### src/design/assert_macros.svh
// ----------------------------------------------------------------------------
// Assertion macros
// Shared concurrent assertion forms used by the radix emitter modules.
// ----------------------------------------------------------------------------
`ifndef ASSERT_MACROS_SVH
`define ASSERT_MACROS_SVH

// The consequent must hold in the same cycle as the antecedent.
`define ASSERT_IMPLIES(label, clk, rst_n, ante, cons) \
  label: assert property (@(posedge clk) disable iff (!(rst_n)) (ante) |-> (cons)) \
    else $error("assertion failed: same-cycle implication");

// The consequent must hold in the cycle after the antecedent.
`define ASSERT_NEXT(label, clk, rst_n, ante, cons) \
  label: assert property (@(posedge clk) disable iff (!(rst_n)) (ante) |=> (cons)) \
    else $error("assertion failed: next-cycle implication");

`endif

### src/design/sirde_pkg.sv
// ----------------------------------------------------------------------------
// sirde_pkg
// Types and constants shared by the radix digit emitter modules.
// ----------------------------------------------------------------------------
package sirde_pkg;

  // Width of the radix register and of the divisor path.
  localparam int unsigned RADIX_W = 5;
  // Width of one digit value; the alphabet holds sixteen symbols.
  localparam int unsigned DIGIT_W = 4;
  // Quotient bits resolved by the divider in each cycle.
  localparam int unsigned DIV_BITS_PER_STEP = 8;

  localparam logic [7:0] MINUS_SYM = 8'h2D;
  localparam logic [7:0] PLUS_SYM  = 8'h2B;

  localparam logic [RADIX_W-1:0] RADIX_RESET    = 5'd10;
  localparam logic [63:0]        ALPHA_LO_RESET = 64'h3736_3534_3332_3130;
  localparam logic [63:0]        ALPHA_HI_RESET = 64'h0000_0000_0000_3938;

  // Register index, taken from the 8-byte aligned APB address.
  typedef enum logic [1:0] {
    REG_RADIX    = 2'd0,
    REG_ALPHA_LO = 2'd1,
    REG_ALPHA_HI = 2'd2
  } sirde_reg_e;

endpackage

### src/design/signed_int_radix_digit_emitter_top.sv
// ----------------------------------------------------------------------------
// signed_int_radix_digit_emitter_top
// Converts signed integers to text in a configurable radix and alphabet.
// ----------------------------------------------------------------------------
// Each beat on the input channel carries one signed value; the block answers
// with its text as a run of output beats, one symbol each: a minus symbol for
// a negative value, then the digits most significant first, mapped through the
// alphabet registers, with last set on the final symbol. The most negative
// value prints as its true magnitude. If the radix lies outside two to
// MAX_RADIX, or one of the alphabet symbols in use is zero, plus, minus or a
// repeat, the value is consumed and no beat appears. The block handles one
// value at a time and stalls its input while it works. The digits are found
// by one shared divider that resolves eight quotient bits per cycle; the
// digits are kept in a small RAM and replayed most significant first, each
// symbol read from the RAM and then handed to the output register, which the
// receiver may stall. The next value is taken while the final symbol still
// waits in the output register. The registers sit at byte addresses 0, 8 and
// 16 of the APB port (radix, low alphabet bytes, high alphabet bytes) and
// should be written only while no conversion is under way.
module signed_int_radix_digit_emitter_top
  import sirde_pkg::*;
#(
  parameter int unsigned MAX_RADIX   = 16,
  parameter int unsigned VALUE_WIDTH = 32
) (
  input  logic                   clk_i,
  input  logic                   rst_ni,
  // APB configuration port
  input  logic                   psel,
  input  logic                   penable,
  input  logic                   pwrite,
  input  logic [4:0]             paddr,
  input  logic [63:0]            pwdata,
  output logic [63:0]            prdata,
  output logic                   pready,
  // Input channel
  input  logic                   in_valid_i,
  output logic                   in_stall_o,
  input  logic signed [VALUE_WIDTH-1:0] value_i,
  // Output channel
  output logic                   out_valid_o,
  input  logic                   out_stall_i,
  output logic [7:0]             symbol_o,
  output logic                   last_o
);

`include "assert_macros.svh"

  // The magnitude carries one extra bit so that the most negative value fits.
  localparam int unsigned MAG_W = VALUE_WIDTH + 1;
  localparam int unsigned AW    = $clog2(MAG_W);
  localparam int unsigned NW    = $clog2(MAG_W + 1);

  typedef enum logic [2:0] {
    ST_IDLE,
    ST_CHECK,
    ST_DIV,
    ST_MINUS,
    ST_READ,
    ST_SEND
  } state_e;

  // Configuration registers.
  logic [RADIX_W-1:0] radix_q;
  logic [63:0]        alpha_lo_q;
  logic [63:0]        alpha_hi_q;
  logic [127:0]       alpha;

  // Sequencer state and payload.
  state_e           state_q;
  logic             neg_q;
  logic [MAG_W-1:0] mag_q;
  logic [NW-1:0]    nd_q;
  logic [AW-1:0]    ptr_q;
  logic             out_valid_q;
  logic [7:0]       symbol_q;
  logic             last_q;

  // Divider and digit store connections.
  logic               div_start;
  logic [MAG_W-1:0]   div_dividend;
  logic               div_done;
  logic [MAG_W-1:0]   div_quot;
  logic [DIGIT_W-1:0] div_rem;
  logic               ram_we;
  logic [DIGIT_W-1:0] ram_rdata;

  logic             cfg_write;
  logic             in_accept;
  logic             out_free;
  logic             out_load;
  logic             setup_ok;
  logic [MAG_W-1:0] value_ext;

  function automatic logic [7:0] sym_of(input logic [127:0] a, input logic [DIGIT_W-1:0] d);
    sym_of = a[{d, 3'b000} +: 8];
  endfunction

  // --------------------------------------------------------------------------
  // Configuration port. Writes complete in the access phase; reads return the
  // addressed register and unused addresses read as zero.
  // --------------------------------------------------------------------------
  assign pready    = 1'b1;
  assign cfg_write = psel && penable && pwrite && pready;

  always_ff @(posedge clk_i or negedge rst_ni) begin
    if (!rst_ni) begin
      radix_q    <= RADIX_RESET;
      alpha_lo_q <= ALPHA_LO_RESET;
      alpha_hi_q <= ALPHA_HI_RESET;
    end else if (cfg_write) begin
      unique case (paddr[4:3])
        REG_RADIX:    radix_q    <= pwdata[RADIX_W-1:0];
        REG_ALPHA_LO: alpha_lo_q <= pwdata;
        REG_ALPHA_HI: alpha_hi_q <= pwdata;
        default: ;
      endcase
    end
  end

  always_comb begin
    unique case (paddr[4:3])
      REG_RADIX:    prdata = 64'(radix_q);
      REG_ALPHA_LO: prdata = alpha_lo_q;
      REG_ALPHA_HI: prdata = alpha_hi_q;
      default:      prdata = '0;
    endcase
  end

  assign alpha = {alpha_hi_q, alpha_lo_q};

  // --------------------------------------------------------------------------
  // Setup check. Every symbol below the radix is compared with the reserved
  // bytes and with each earlier symbol; the comparisons are independent and
  // are reduced to one flag that the sequencer samples before dividing.
  // --------------------------------------------------------------------------
  always_comb begin
    logic       bad;
    logic [7:0] s;
    bad = (radix_q < RADIX_W'(2)) || (radix_q > RADIX_W'(MAX_RADIX));
    for (int i = 0; i < MAX_RADIX; i++) begin
      s = sym_of(alpha, DIGIT_W'(i));
      if (radix_q > RADIX_W'(i)) begin
        if (s == 8'h00 || s == MINUS_SYM || s == PLUS_SYM) begin
          bad = 1'b1;
        end
        for (int j = 0; j < i; j++) begin
          if (sym_of(alpha, DIGIT_W'(j)) == s) begin
            bad = 1'b1;
          end
        end
      end
    end
    setup_ok = !bad;
  end

  // --------------------------------------------------------------------------
  // Handshakes. The output register is free when empty or being taken, and
  // it is loaded whenever the sequencer hands it a new symbol.
  // --------------------------------------------------------------------------
  assign in_stall_o = (state_q != ST_IDLE);
  assign in_accept  = in_valid_i && !in_stall_o;
  assign out_free   = !out_valid_q || !out_stall_i;
  assign out_load   = out_free && ((state_q == ST_MINUS) || (state_q == ST_SEND));

  // Sign-extend and negate in the wider width; the most negative input then
  // yields its true magnitude.
  assign value_ext = {value_i[VALUE_WIDTH-1], value_i};

  // Digits come out least significant first and are stored at rising indices;
  // the replay walks the store downwards.
  assign div_start    = ((state_q == ST_CHECK) && setup_ok) ||
                        ((state_q == ST_DIV) && div_done && (div_quot != '0));
  assign div_dividend = (state_q == ST_CHECK) ? mag_q : div_quot;
  assign ram_we       = (state_q == ST_DIV) && div_done;

  always_ff @(posedge clk_i or negedge rst_ni) begin
    if (!rst_ni) begin
      state_q     <= ST_IDLE;
      neg_q       <= 1'b0;
      mag_q       <= '0;
      nd_q        <= '0;
      ptr_q       <= '0;
      out_valid_q <= 1'b0;
      symbol_q    <= '0;
      last_q      <= 1'b0;
    end else begin
      if (out_load) begin
        out_valid_q <= 1'b1;
      end else if (out_valid_q && !out_stall_i) begin
        out_valid_q <= 1'b0;
      end
      unique case (state_q)
        ST_IDLE: begin
          if (in_accept) begin
            neg_q   <= value_i[VALUE_WIDTH-1];
            mag_q   <= value_i[VALUE_WIDTH-1] ? (~value_ext + 1'b1) : value_ext;
            nd_q    <= '0;
            state_q <= ST_CHECK;
          end
        end
        ST_CHECK: begin
          state_q <= setup_ok ? ST_DIV : ST_IDLE;
        end
        ST_DIV: begin
          if (div_done) begin
            nd_q <= nd_q + 1'b1;
            if (div_quot == '0) begin
              ptr_q   <= nd_q[AW-1:0];
              state_q <= neg_q ? ST_MINUS : ST_READ;
            end
          end
        end
        ST_MINUS: begin
          if (out_free) begin
            symbol_q    <= MINUS_SYM;
            last_q      <= 1'b0;
            state_q     <= ST_READ;
          end
        end
        ST_READ: begin
          // The digit store's read port is registered, so the addressed digit is presented in the following cycle.
          state_q <= ST_SEND;
        end
        ST_SEND: begin
          if (out_free) begin
            symbol_q    <= sym_of(alpha, ram_rdata);
            last_q      <= (ptr_q == '0);
            if (ptr_q == '0) begin
              state_q <= ST_IDLE;
            end else begin
              ptr_q   <= ptr_q - 1'b1;
              state_q <= ST_READ;
            end
          end
        end
        default: state_q <= ST_IDLE;
      endcase
    end
  end

  assign out_valid_o = out_valid_q;
  assign symbol_o    = symbol_q;
  assign last_o      = last_q;

  // --------------------------------------------------------------------------
  // Shared divider and digit store.
  // --------------------------------------------------------------------------
  sirde_div #(
    .MAG_W (MAG_W)
  ) u_div (
    .clk_i       (clk_i),
    .rst_ni      (rst_ni),
    .start_i     (div_start),
    .dividend_i  (div_dividend),
    .divisor_i   (radix_q),
    .done_o      (div_done),
    .quotient_o  (div_quot),
    .remainder_o (div_rem)
  );

  sirde_ram #(
    .WIDTH (DIGIT_W),
    .DEPTH (MAG_W)
  ) u_digits (
    .clk_i   (clk_i),
    .we_i    (ram_we),
    .waddr_i (nd_q[AW-1:0]),
    .wdata_i (div_rem),
    .raddr_i (ptr_q),
    .rdata_o (ram_rdata)
  );

  `ASSERT_IMPLIES(a_done_only_in_div, clk_i, rst_ni, div_done, state_q == ST_DIV)
  `ASSERT_IMPLIES(a_minus_only_negative, clk_i, rst_ni, state_q == ST_MINUS, neg_q)
  `ASSERT_IMPLIES(a_digit_index_in_range, clk_i, rst_ni, ram_we, nd_q < NW'(MAG_W))
  `ASSERT_NEXT(a_final_symbol_ends_text, clk_i, rst_ni,
               (state_q == ST_SEND) && out_free && (ptr_q == '0),
               (state_q == ST_IDLE) && out_valid_q && last_q)

endmodule

### src/design/sirde_ram.sv
// ----------------------------------------------------------------------------
// sirde_ram
// Generic single-write, single-read RAM with a registered read port.
// ----------------------------------------------------------------------------
module sirde_ram #(
  parameter int unsigned WIDTH = 4,
  parameter int unsigned DEPTH = 33
) (
  input  logic                     clk_i,
  input  logic                     we_i,
  input  logic [$clog2(DEPTH)-1:0] waddr_i,
  input  logic [WIDTH-1:0]         wdata_i,
  input  logic [$clog2(DEPTH)-1:0] raddr_i,
  output logic [WIDTH-1:0]         rdata_o
);

  logic [WIDTH-1:0] mem_q [DEPTH];
  logic [WIDTH-1:0] rdata_q;

  always_ff @(posedge clk_i) begin
    if (we_i) begin
      mem_q[waddr_i] <= wdata_i;
    end
    rdata_q <= mem_q[raddr_i];
  end

  assign rdata_o = rdata_q;

endmodule

### src/design/sirde_div.sv
// ----------------------------------------------------------------------------
// sirde_div
// Iterative restoring divider of a wide magnitude by a small radix.
// ----------------------------------------------------------------------------
module sirde_div
  import sirde_pkg::*;
#(
  parameter int unsigned MAG_W = 33
) (
  input  logic               clk_i,
  input  logic               rst_ni,
  input  logic               start_i,
  input  logic [MAG_W-1:0]   dividend_i,
  input  logic [RADIX_W-1:0] divisor_i,
  output logic               done_o,
  output logic [MAG_W-1:0]   quotient_o,
  output logic [DIGIT_W-1:0] remainder_o
);

`include "assert_macros.svh"

  localparam int unsigned STEPS = (MAG_W + DIV_BITS_PER_STEP - 1) / DIV_BITS_PER_STEP;
  localparam int unsigned PAD_W = STEPS * DIV_BITS_PER_STEP;
  localparam int unsigned CNT_W = (STEPS > 1) ? $clog2(STEPS) : 1;

  logic [PAD_W-1:0]   shreg_q, shreg_d;
  logic [RADIX_W-1:0] rem_q, rem_d;
  logic [CNT_W-1:0]   cnt_q;
  logic               busy_q;
  logic               done_q;

  // Each cycle shifts a group of dividend bits into the partial remainder.
  // The remainder stays below the divisor, so it fits in one bit fewer.
  always_comb begin
    logic [RADIX_W-1:0] r;
    logic [PAD_W-1:0]   sh;
    logic               qbit;
    r  = rem_q;
    sh = shreg_q;
    for (int k = 0; k < DIV_BITS_PER_STEP; k++) begin
      r    = {r[RADIX_W-2:0], sh[PAD_W-1]};
      qbit = (r >= divisor_i);
      if (qbit) begin
        r = r - divisor_i;
      end
      sh = {sh[PAD_W-2:0], qbit};
    end
    rem_d   = r;
    shreg_d = sh;
  end

  always_ff @(posedge clk_i or negedge rst_ni) begin
    if (!rst_ni) begin
      busy_q  <= 1'b0;
      done_q  <= 1'b0;
      cnt_q   <= '0;
      rem_q   <= '0;
      shreg_q <= '0;
    end else begin
      done_q <= 1'b0;
      if (start_i) begin
        busy_q  <= 1'b1;
        cnt_q   <= '0;
        rem_q   <= '0;
        shreg_q <= PAD_W'(dividend_i);
      end else if (busy_q) begin
        rem_q   <= rem_d;
        shreg_q <= shreg_d;
        cnt_q   <= cnt_q + 1'b1;
        if (cnt_q == CNT_W'(STEPS - 1)) begin
          busy_q <= 1'b0;
          done_q <= 1'b1;
        end
      end
    end
  end

  assign done_o      = done_q;
  assign quotient_o  = shreg_q[MAG_W-1:0];
  assign remainder_o = rem_q[DIGIT_W-1:0];

  `ASSERT_IMPLIES(a_no_start_when_busy, clk_i, rst_ni, start_i, !busy_q)
  `ASSERT_NEXT(a_busy_ends_in_done, clk_i, rst_ni, busy_q && !start_i, busy_q || done_q)
  `ASSERT_IMPLIES(a_done_not_busy, clk_i, rst_ni, done_q, !busy_q)

endmodule
### config.mk
export PLATFORM = sky130hd
export DESIGN_NAME = signed_int_radix_digit_emitter_top
export DESIGN_NICKNAME = d
export VERILOG_FILES = /design/src/design/sirde_pkg.sv /design/src/design/signed_int_radix_digit_emitter_top.sv /design/src/design/sirde_ram.sv /design/src/design/sirde_div.sv
export VERILOG_INCLUDE_DIRS = /design/src /design/src/design
export SDC_FILE = /design/constraint.sdc
export NUM_CORES = 1
export LEC_CHECK = 0
export CELL_PAD_IN_SITES_DETAIL_PLACEMENT = 1
export CELL_PAD_IN_SITES_GLOBAL_PLACEMENT = 1
export CORE_MARGIN = 8
export CORE_UTILIZATION = 30
export DETAILED_ROUTE_END_ITERATION = 8
export DONT_BUFFER_PORTS = 1
export HOLD_SLACK_MARGIN = 0.06
export PLACE_DENSITY = 0.6
export SYNTH_ARGS = -nofsm -noshare
export SYNTH_HDL_FRONTEND = slang
export SYNTH_SLANG_ARGS = --single-unit
### constraint.sdc
create_clock -name clk_i -period 12.5 [get_ports clk_i]
set_input_delay 1.25 -clock clk_i [delete_from_list [all_inputs] [get_ports clk_i]]
set_output_delay 1.25 -clock clk_i [all_outputs]
set_load 0.02 [all_outputs]
Word level (Yosys, flattened, before mapping)

Memory sizes are Yosys's and may differ from the RTL's. A register that Yosys moved wholly into a read port is not among the register bits.
Index checks and enable logic that the tools add are counted.

Register bits after elaboration: 241
Latch bits: 0
Bits in writable memories: 132
Memory bits (read-only): 0
Input port bits: 108
Output and inout port bits: 76
Logic and storage cells: 511
Memories kept: 1

Memory list:

| name           | words | bits a word | rd ports | clocked after memory_dff | write ports | line            | RTL |
|---|---|---|---|---|---|---|---|
| u_digits.mem_q | 33    | 4           | 1        | 1                        | 1           | sirde_ram.sv:17 | `logic [WIDTH-1:0] mem_q [DEPTH];` |

$add $sub $neg: 12
Multiply operators: 0
Div/mod/pow operators: 0
Magnitude comparators: 26
Eq/ne operators: 167
Shifts and indexed selects: 1
Multiplexer cells: 202
Bitwise gates (word level): 1
Reductions and logical operators: 84

Operator list:

| operator                                                             | number |
|---|---|
| 8-bit == test                                                        | 120 |
| 8-bit by 6-bit == test with 1-bit output, second input constant      | 32 |
| 64-bit case mux with 3 select lines                                  | 1 |
| 1-bit 2-to-1 mux                                                     | 164 |
| 8-bit zero test                                                      | 16 |
| 128-bit by 8-bit indexed part select with 8-bit output               | 1 |
| 40-bit 2-to-1 mux                                                    | 2 |
| 33-bit 2-to-1 mux                                                    | 2 |
| 5-bit >= comparator                                                  | 8 |
| 5-bit by 4-bit > comparator with 1-bit output, second input constant | 8 |
| 4-bit 2-to-1 mux                                                     | 10 |
| 1-bit logical OR                                                     | 36 |
| 6-bit 2-to-1 mux                                                     | 6 |
| 33-bit by 1-bit adder with 33-bit output, second input constant      | 1 |
| 33-bit zero test                                                     | 1 |
| 33-bit NOT                                                           | 1 |
| 33-bit nonzero test                                                  | 1 |
| 4-bit subtractor                                                     | 8 |
| 3-bit 2-to-1 mux                                                     | 9 |
| 6-bit case mux with 2 select lines                                   | 2 |
| 5-bit by 3-bit > comparator with 1-bit output, second input constant | 4 |
| 3-bit case mux with 6 select lines                                   | 1 |
| 8-bit 2-to-1 mux                                                     | 2 |
| 8-bit case mux with 2 select lines                                   | 1 |
| other kinds (26)                                                     | 56 |

Logic depth before layout (Yosys ltp)

Word-level depth: 160
Gate-level depth with buffers: 74
Depth with buffers taken out: 70

Hierarchy

From an unflattened synthesis, not the netlist that was laid out.

Cells, all modules: 3316
Area total of the unflattened synthesis: 32162.1 um^2

By module, submodules not included:

| module                             | times used | cells each | area an instance (um^2) | sequential area each (um^2) |
|---|---|---|---|---|
| signed_int_radix_digit_emitter_top | 1          | 2519       | 22414.0                 | 4850.9 |
| sirde_ram                          | 1          | 335        | 5531.6                  | 4043.9 |
| sirde_div                          | 1          | 462        | 4216.5                  | 1226.2 |

Worst setup path before layout

OpenSTA, ideal clock, no wires.

Path kind: reg-to-reg
From: register radix_q[1]
To: register u_div.rem_q[3]
Library setup time: 111 ps
Arrival time: 12591 ps
Required time: 12389 ps
Path slack: -203 ps
Stages on the path, launching flop included: 73
Path buffers: 4
Clock period less this slack: 12703 ps
Cells stage by stage: dfstp_2 clkbuf_1 inv_1 ha_1 nor2b_1 o21ai_0 nand2b_1 a31o_2 a21o_1 a21o_1 clkbuf_1 mux2i_1 ha_1 a21o_1 a21o_1 o21a_1 o21ai_0 nand2b_1 (+37 left out) nor2b_1 o21ai_0 nand2b_1 o21a_1 o21ai_0 nand2b_1 mux2_2 inv_1 ha_1 o21ai_0 a21boi_0 o21ai_0 nand2b_1 a21o_1 clkbuf_1 nand2_1 o21ai_0 a2111oi_2

Word-level cells in the longest chain between the ends: 158
Elaborated cells between the ends (all ways): 201
Those cells by class: add/sub: 8; order compare: 26; mux: 162; reduce/logical: 5

RTL lines:

| item                                                                                        | line                                      | RTL |
|---|---|---|
| from (decl)                                                                                 | signed_int_radix_digit_emitter_top.sv:64  | `logic [RADIX_W-1:0] radix_q;` |
| from (signal assigned)                                                                      | signed_int_radix_digit_emitter_top.sv:113 | `REG_RADIX: radix_q <= pwdata[RADIX_W-1:0];` |
| 5-bit by 2-bit less-than comparator with 1-bit output or 5-bit > comparator (tied branches) | signed_int_radix_digit_emitter_top.sv:140 | `bad = (radix_q < RADIX_W'(2)) \|\| (radix_q > RADIX_W'(MAX_RADIX));` |
| 1-bit logical OR                                                                            | signed_int_radix_digit_emitter_top.sv:140 |  |
| 1-bit 2-to-1 mux                                                                            | signed_int_radix_digit_emitter_top.sv:144 | `if (s == 8'h00 \|\| s == MINUS_SYM \|\| s == PLUS_SYM) begin` |
| 1-bit 2-to-1 mux                                                                            | signed_int_radix_digit_emitter_top.sv:143 | `if (radix_q > RADIX_W'(i)) begin` |
| 1-bit 2-to-1 mux                                                                            | signed_int_radix_digit_emitter_top.sv:144 |  |
| 1-bit 2-to-1 mux                                                                            | signed_int_radix_digit_emitter_top.sv:148 | `if (sym_of(alpha, DIGIT_W'(j)) == s) begin` |
| 1-bit 2-to-1 mux                                                                            | signed_int_radix_digit_emitter_top.sv:143 |  |
| 1-bit 2-to-1 mux                                                                            | signed_int_radix_digit_emitter_top.sv:144 |  |
| (+128 left out)                                                                             | n/a                                       |  |
| 1-bit 2-to-1 mux                                                                            | signed_int_radix_digit_emitter_top.sv:143 |  |
| 1-bit 2-to-1 mux                                                                            | signed_int_radix_digit_emitter_top.sv:144 |  |
| 1-bit 2-to-1 mux (15 in series)                                                             | signed_int_radix_digit_emitter_top.sv:148 |  |
| 1-bit 2-to-1 mux                                                                            | signed_int_radix_digit_emitter_top.sv:143 |  |
| 1-bit zero test                                                                             | signed_int_radix_digit_emitter_top.sv:154 | `setup_ok = !bad;` |
| 1-bit logical AND                                                                           | signed_int_radix_digit_emitter_top.sv:172 | `assign div_start = ((state_q == ST_CHECK) && setup_ok) \|\|` |
| 1-bit logical OR                                                                            | signed_int_radix_digit_emitter_top.sv:172 |  |
| 4-bit 2-to-1 mux or 2-bit nonzero test (tied branches)                                      | n/a                                       |  |
| to (signal assigned)                                                                        | sirde_div.sv:67                           | `rem_q <= rem_d;` |
| to (decl)                                                                                   | sirde_div.sv:27                           | `logic [RADIX_W-1:0] rem_q, rem_d;` |

Parallel ways exist; a longest one is shown, timed or not. The select of a mux whose other input is x is not followed.
A chain may end at the register's enable or synchronous reset.

Worst setup path after layout

From: register radix_q[1]
To: register u_div.rem_q[1]

The elaborated chain is that of the path after synthesis.

==> Implementation_results.wiki <==
{| class="wikitable"
! Metric !! Value
|-
| Num rows || 121
|-
| Antenna Violating Nets Remaining || 0
|-
| Dominant cells by area after synthesis || sky130_fd_sc_hd__dfrtp_1, sky130_fd_sc_hd__xor2_1, sky130_fd_sc_hd__xnor2_1
|-
| Final WS setup || 702 ps
|-
| Final Skew || 50.2 ps
|-
| Post-placement setup slack || -477 ps
|-
| Area of the mapped netlist || 32900 um^2
|-
| Final weighted congestion in routability-driven placement || 0.886
|-
| Reg2Reg Launch Point || radix_q[1]
|-
| Slack of the worst reg-to-reg path || 700 ps
|-
| Clock latency of the later-clocked register in the worst-skew pair || 640 ps
|-
| Detailed Route WL || 134000 um
|-
| CTS Root Cell || sky130_fd_sc_hd__clkbuf_16
|-
| Fraction of layout cells with a size suffix above 1 || 16.7%
|-
| Maxcap violations || 0
|-
| CTS tree || built
|-
| Filler cells || 12200
|-
| Total of hold buffers inserted after clock tree synthesis || 0
|-
| Most common cell type on the critical path || sky130_fd_sc_hd__o21ai_1
|-
| Chip Height || 347 um
|-
| Top Usage Layer GRT || met2
|-
| Number of antenna violations at the first check in global routing || 5
|-
| Number of max-slew violations in the final report || 0
|-
| Count of distinct cell types in the synthesized netlist || 71
|-
| Number of standard cells in the final layout excluding fillers || 4570
|-
| Maximum clock insertion buffer count || 3
|-
| R2r endpoint || u_div.rem_q[1]
|-
| Synthesized Nets || 3454
|-
| Max stage delay cell, worst path || sky130_fd_sc_hd__dfstp_2
|-
| Cell count after synthesis || 3292
|-
| Most repeated cell in the gate-level netlist after synthesis || sky130_fd_sc_hd__xor2_1
|-
| Status || complete, no violations
|-
| Largest net degree at the start of global routing || 242
|-
| Count of unresolved DRC violations after routing || 0
|-
| P&R area growth vs syn || 6.80%
|-
| Post-Place Cells || 4461
|-
| Global-route wire length before repair || 195000 um
|-
| Post-layout minimum cycle time || 11800 ps
|-
| Top FF cell, synth || sky130_fd_sc_hd__dfrtp_1
|-
| Port Buffers || 0
|-
| Num Clock Sinks || 377
|-
| I/O pin cnt || 184
|-
| Number of cell instances on the worst register-to-register path || 68
|-
| Core box area || 109000 um^2
|-
| Critical-path maximum fanout || 7
|-
| Number of buffers added by the clock tree synthesis step || 47
|-
| Global Route met2 Usage || 34.4%
|-
| HPWL after detailed placement || 85200 um
|-
| Async set-or-reset flop fraction in the synthesized netlist || 63.9%
|-
| Mean Syn Cell Area || 10.0 um^2
|-
| Count of routing violations after the opening detailed-route iteration || 2563
|-
| Gr usage total || 21.4%
|-
| Number of failing setup endpoints in the final timing report || 0
|-
| Vias post-DR || 26300
|-
| Number of vias per cell || 5.75
|-
| WP data required || 13030 ps
|-
| Classification of the worst-slack hold path || in -> async
|-
| Fin. Hold Viols || 0
|-
| Chip width || 347 um
|-
| Met3 Resource Use GR || 6.01%
|-
| GRT overflow || 0
|-
| Number of iterations in the first detailed-routing pass || 7
|-
| Top-area cell type share of the netlist area || 15.5%
|-
| Maximum single-stage delay on the critical path || 530 ps
|-
| H-tree lvl count || 2
|-
| Net total in the final layout || 3270
|-
| Yosys reg bits || 377
|-
| Max Clk Rate || 0.0848 GHz
|-
| Met1 track demand over resource in global routing || 26.8%
|-
| Slew @ Worst Pin || 1280 ps
|-
| Number of global-route vias before repair || 27300
|-
| Arrival time reported for the critical path endpoint || 12330 ps
|-
| Warnings, synthesis || 0
|-
| Initial core utilization || 30.2%
|-
| Cell taking the most area after synthesis || sky130_fd_sc_hd__dfrtp_1
|-
| Endpoint type of the worst setup path || flop
|-
| Kind of launch point of the worst setup path || flop
|-
| Sequential share of the synthesized area || 30.7%
|-
| Worst relative slew slack || 13.5%
|-
| Part of the cycle the worst path needs || 94.4%
|-
| List of most frequent post-synthesis cells || sky130_fd_sc_hd__xor2_1, sky130_fd_sc_hd__xnor2_1, sky130_fd_sc_hd__dfrtp_1
|-
| Routed len/inst || 29.3 um
|-
| Worst setup path category || reg -> reg
|-
| Worst-path clk slew || 60 ps
|-
| Count of flip-flops with a built-in enable after synthesis || 132
|-
| Overall die area || 121000 um^2
|}
cells in the final DEF, fill, tap and decap left out, types with 12 or more instances in the layout:
master                      instances
sky130_fd_sc_hd__nor2_1           136
sky130_fd_sc_hd__mux4_2            80
sky130_fd_sc_hd__mux2i_1           23
sky130_fd_sc_hd__mux2_2           145
sky130_fd_sc_hd__edfxtp_1         132
sky130_fd_sc_hd__dfrtp_1          201
sky130_fd_sc_hd__nor4_1           137
sky130_fd_sc_hd__nor2b_1           43
sky130_fd_sc_hd__buf_4            146
sky130_fd_sc_hd__clkbuf_16         48
sky130_fd_sc_hd__nand4_1          174
sky130_fd_sc_hd__nor3_1            36
sky130_fd_sc_hd__ha_1              45
sky130_fd_sc_hd__o21ai_1           21
sky130_fd_sc_hd__xnor2_1          503
sky130_fd_sc_hd__o2111ai_1         34
sky130_fd_sc_hd__nand2b_1          13
sky130_fd_sc_hd__dfstp_2           37
sky130_fd_sc_hd__xor2_1           515
sky130_fd_sc_hd__or3_1             41
sky130_fd_sc_hd__inv_1             40
sky130_fd_sc_hd__or4_1             12
sky130_fd_sc_hd__nand3_1           21
sky130_fd_sc_hd__o21ai_0           90
sky130_fd_sc_hd__nand2_1          141
sky130_fd_sc_hd__a21oi_1           76
sky130_fd_sc_hd__a22o_1            61
final cells by class:
type | instances | area (um^2) | area share, %
diodes | 9 | 22.5 | 0.0641
clock buffers | 65 | 1340 | 3.80
clock inverters | 23 | 323 | 0.918
inverters | 41 | 154 | 0.438
multi-input cells | 2495 | 20300 | 57.8
flip-flops and latches | 377 | 10100 | 28.8
well taps | 1414 | 1770 | 5.03
repair buffers | 146 | 1100 | 3.12
sequential cells by signal, summed over array words and instances, names as in the netlist:
name and cells:
ptr_q 6, last_o 1, out_valid_o 1, u_div.done_o 1, u_digits.mem_q 132, neg_q 1
u_digits.rdata_o 4, radix_q 5, alpha_hi_q 64, nd_q 6, u_div.cnt_q 3, symbol_o 8
mag_q 33, state_q 3, u_div.rem_q 4, u_div.busy_q 1, alpha_lo_q 64, u_div.shreg_q 40
how the worst max path moves through the flow:
stage,slack (ps),depth (start not counted),startpoint,end
finish,700,68,radix_q[1],u_div.rem_q[1]
global route,-70,68,radix_q[1],u_div.rem_q[3]
CTS,20,67,radix_q[1],u_div.rem_q[2]
detailed placement,-480,68,radix_q[1],u_div.rem_q[1]
global placement,-160,68,radix_q[1],u_div.rem_q[3]
floorplan,100,72,radix_q[1],u_div.rem_q[3]
through the flow:
| step | setup TNS [ps] | util (%) | cell area [um^2] | hold WS, ps |
|---|---|---|---|---|
| finish | 0 | 32.3 | 35200 | 317 |
| global route | -164 | 32.3 | 35200 | 294 |
| CTS | 0 | 32.1 | 35000 | 285 |
| detailed placement | -1850 | 30.6 | 33300 | 440 |
| global placement | -465 | 30.6 | 33300 | 442 |
| floorplan | 0 | - | 32900 | 422 |
worst max-delay path: cells and delay by family, from the launching register on:
kind                       cells  cell delay (ps)
adders and majority gates      8             2050
buffers and inverters          6              340
muxes                          8             2100
and+or+nand+nor               18             2250
AOI/OAI and AO/OA             28             4440
DFF                            1              530
logic make-up (layout without fill, tap and decap cells):
| logic type | count (synthesis) | count (layout) | share of synthesized area (%) |
|---|---|---|---|
| XOR/XNOR | 1019 | 1019 | 27.1 |
| AND/OR/NAND/NOR | 793 | 793 | 12.9 |
| buffers and inverters | 420 | 275 | 7.99 |
| flip-flops | 377 | 377 | 30.7 |
| AO/OA/AOI/OAI | 372 | 372 | 7.55 |
| multiplexers | 256 | 256 | 11.4 |
| adder cells (fa/ha/maj) | 54 | 54 | 2.23 |
| other | 1 | 10 | 0.0114 |
repair_timing:
action	4_1_cts	5_1_grt
pin swaps	0	11
endpoints found under the hold margin	0	0
buffers inserted	4	8
resized for setup	3	32
endpoints found under the setup margin	5	5
per-layer routing:
layer	part of all wire, %	vias to the layer above
met2	46	1106
met3	9.0	347
li1	-	11200
met4	4.5	2
met1	41	13600
met5	0.0097	-
Power is left out: the tool's default activity adds up to more than one toggle a clock period on the data nets, which glitch-free logic cannot reach.
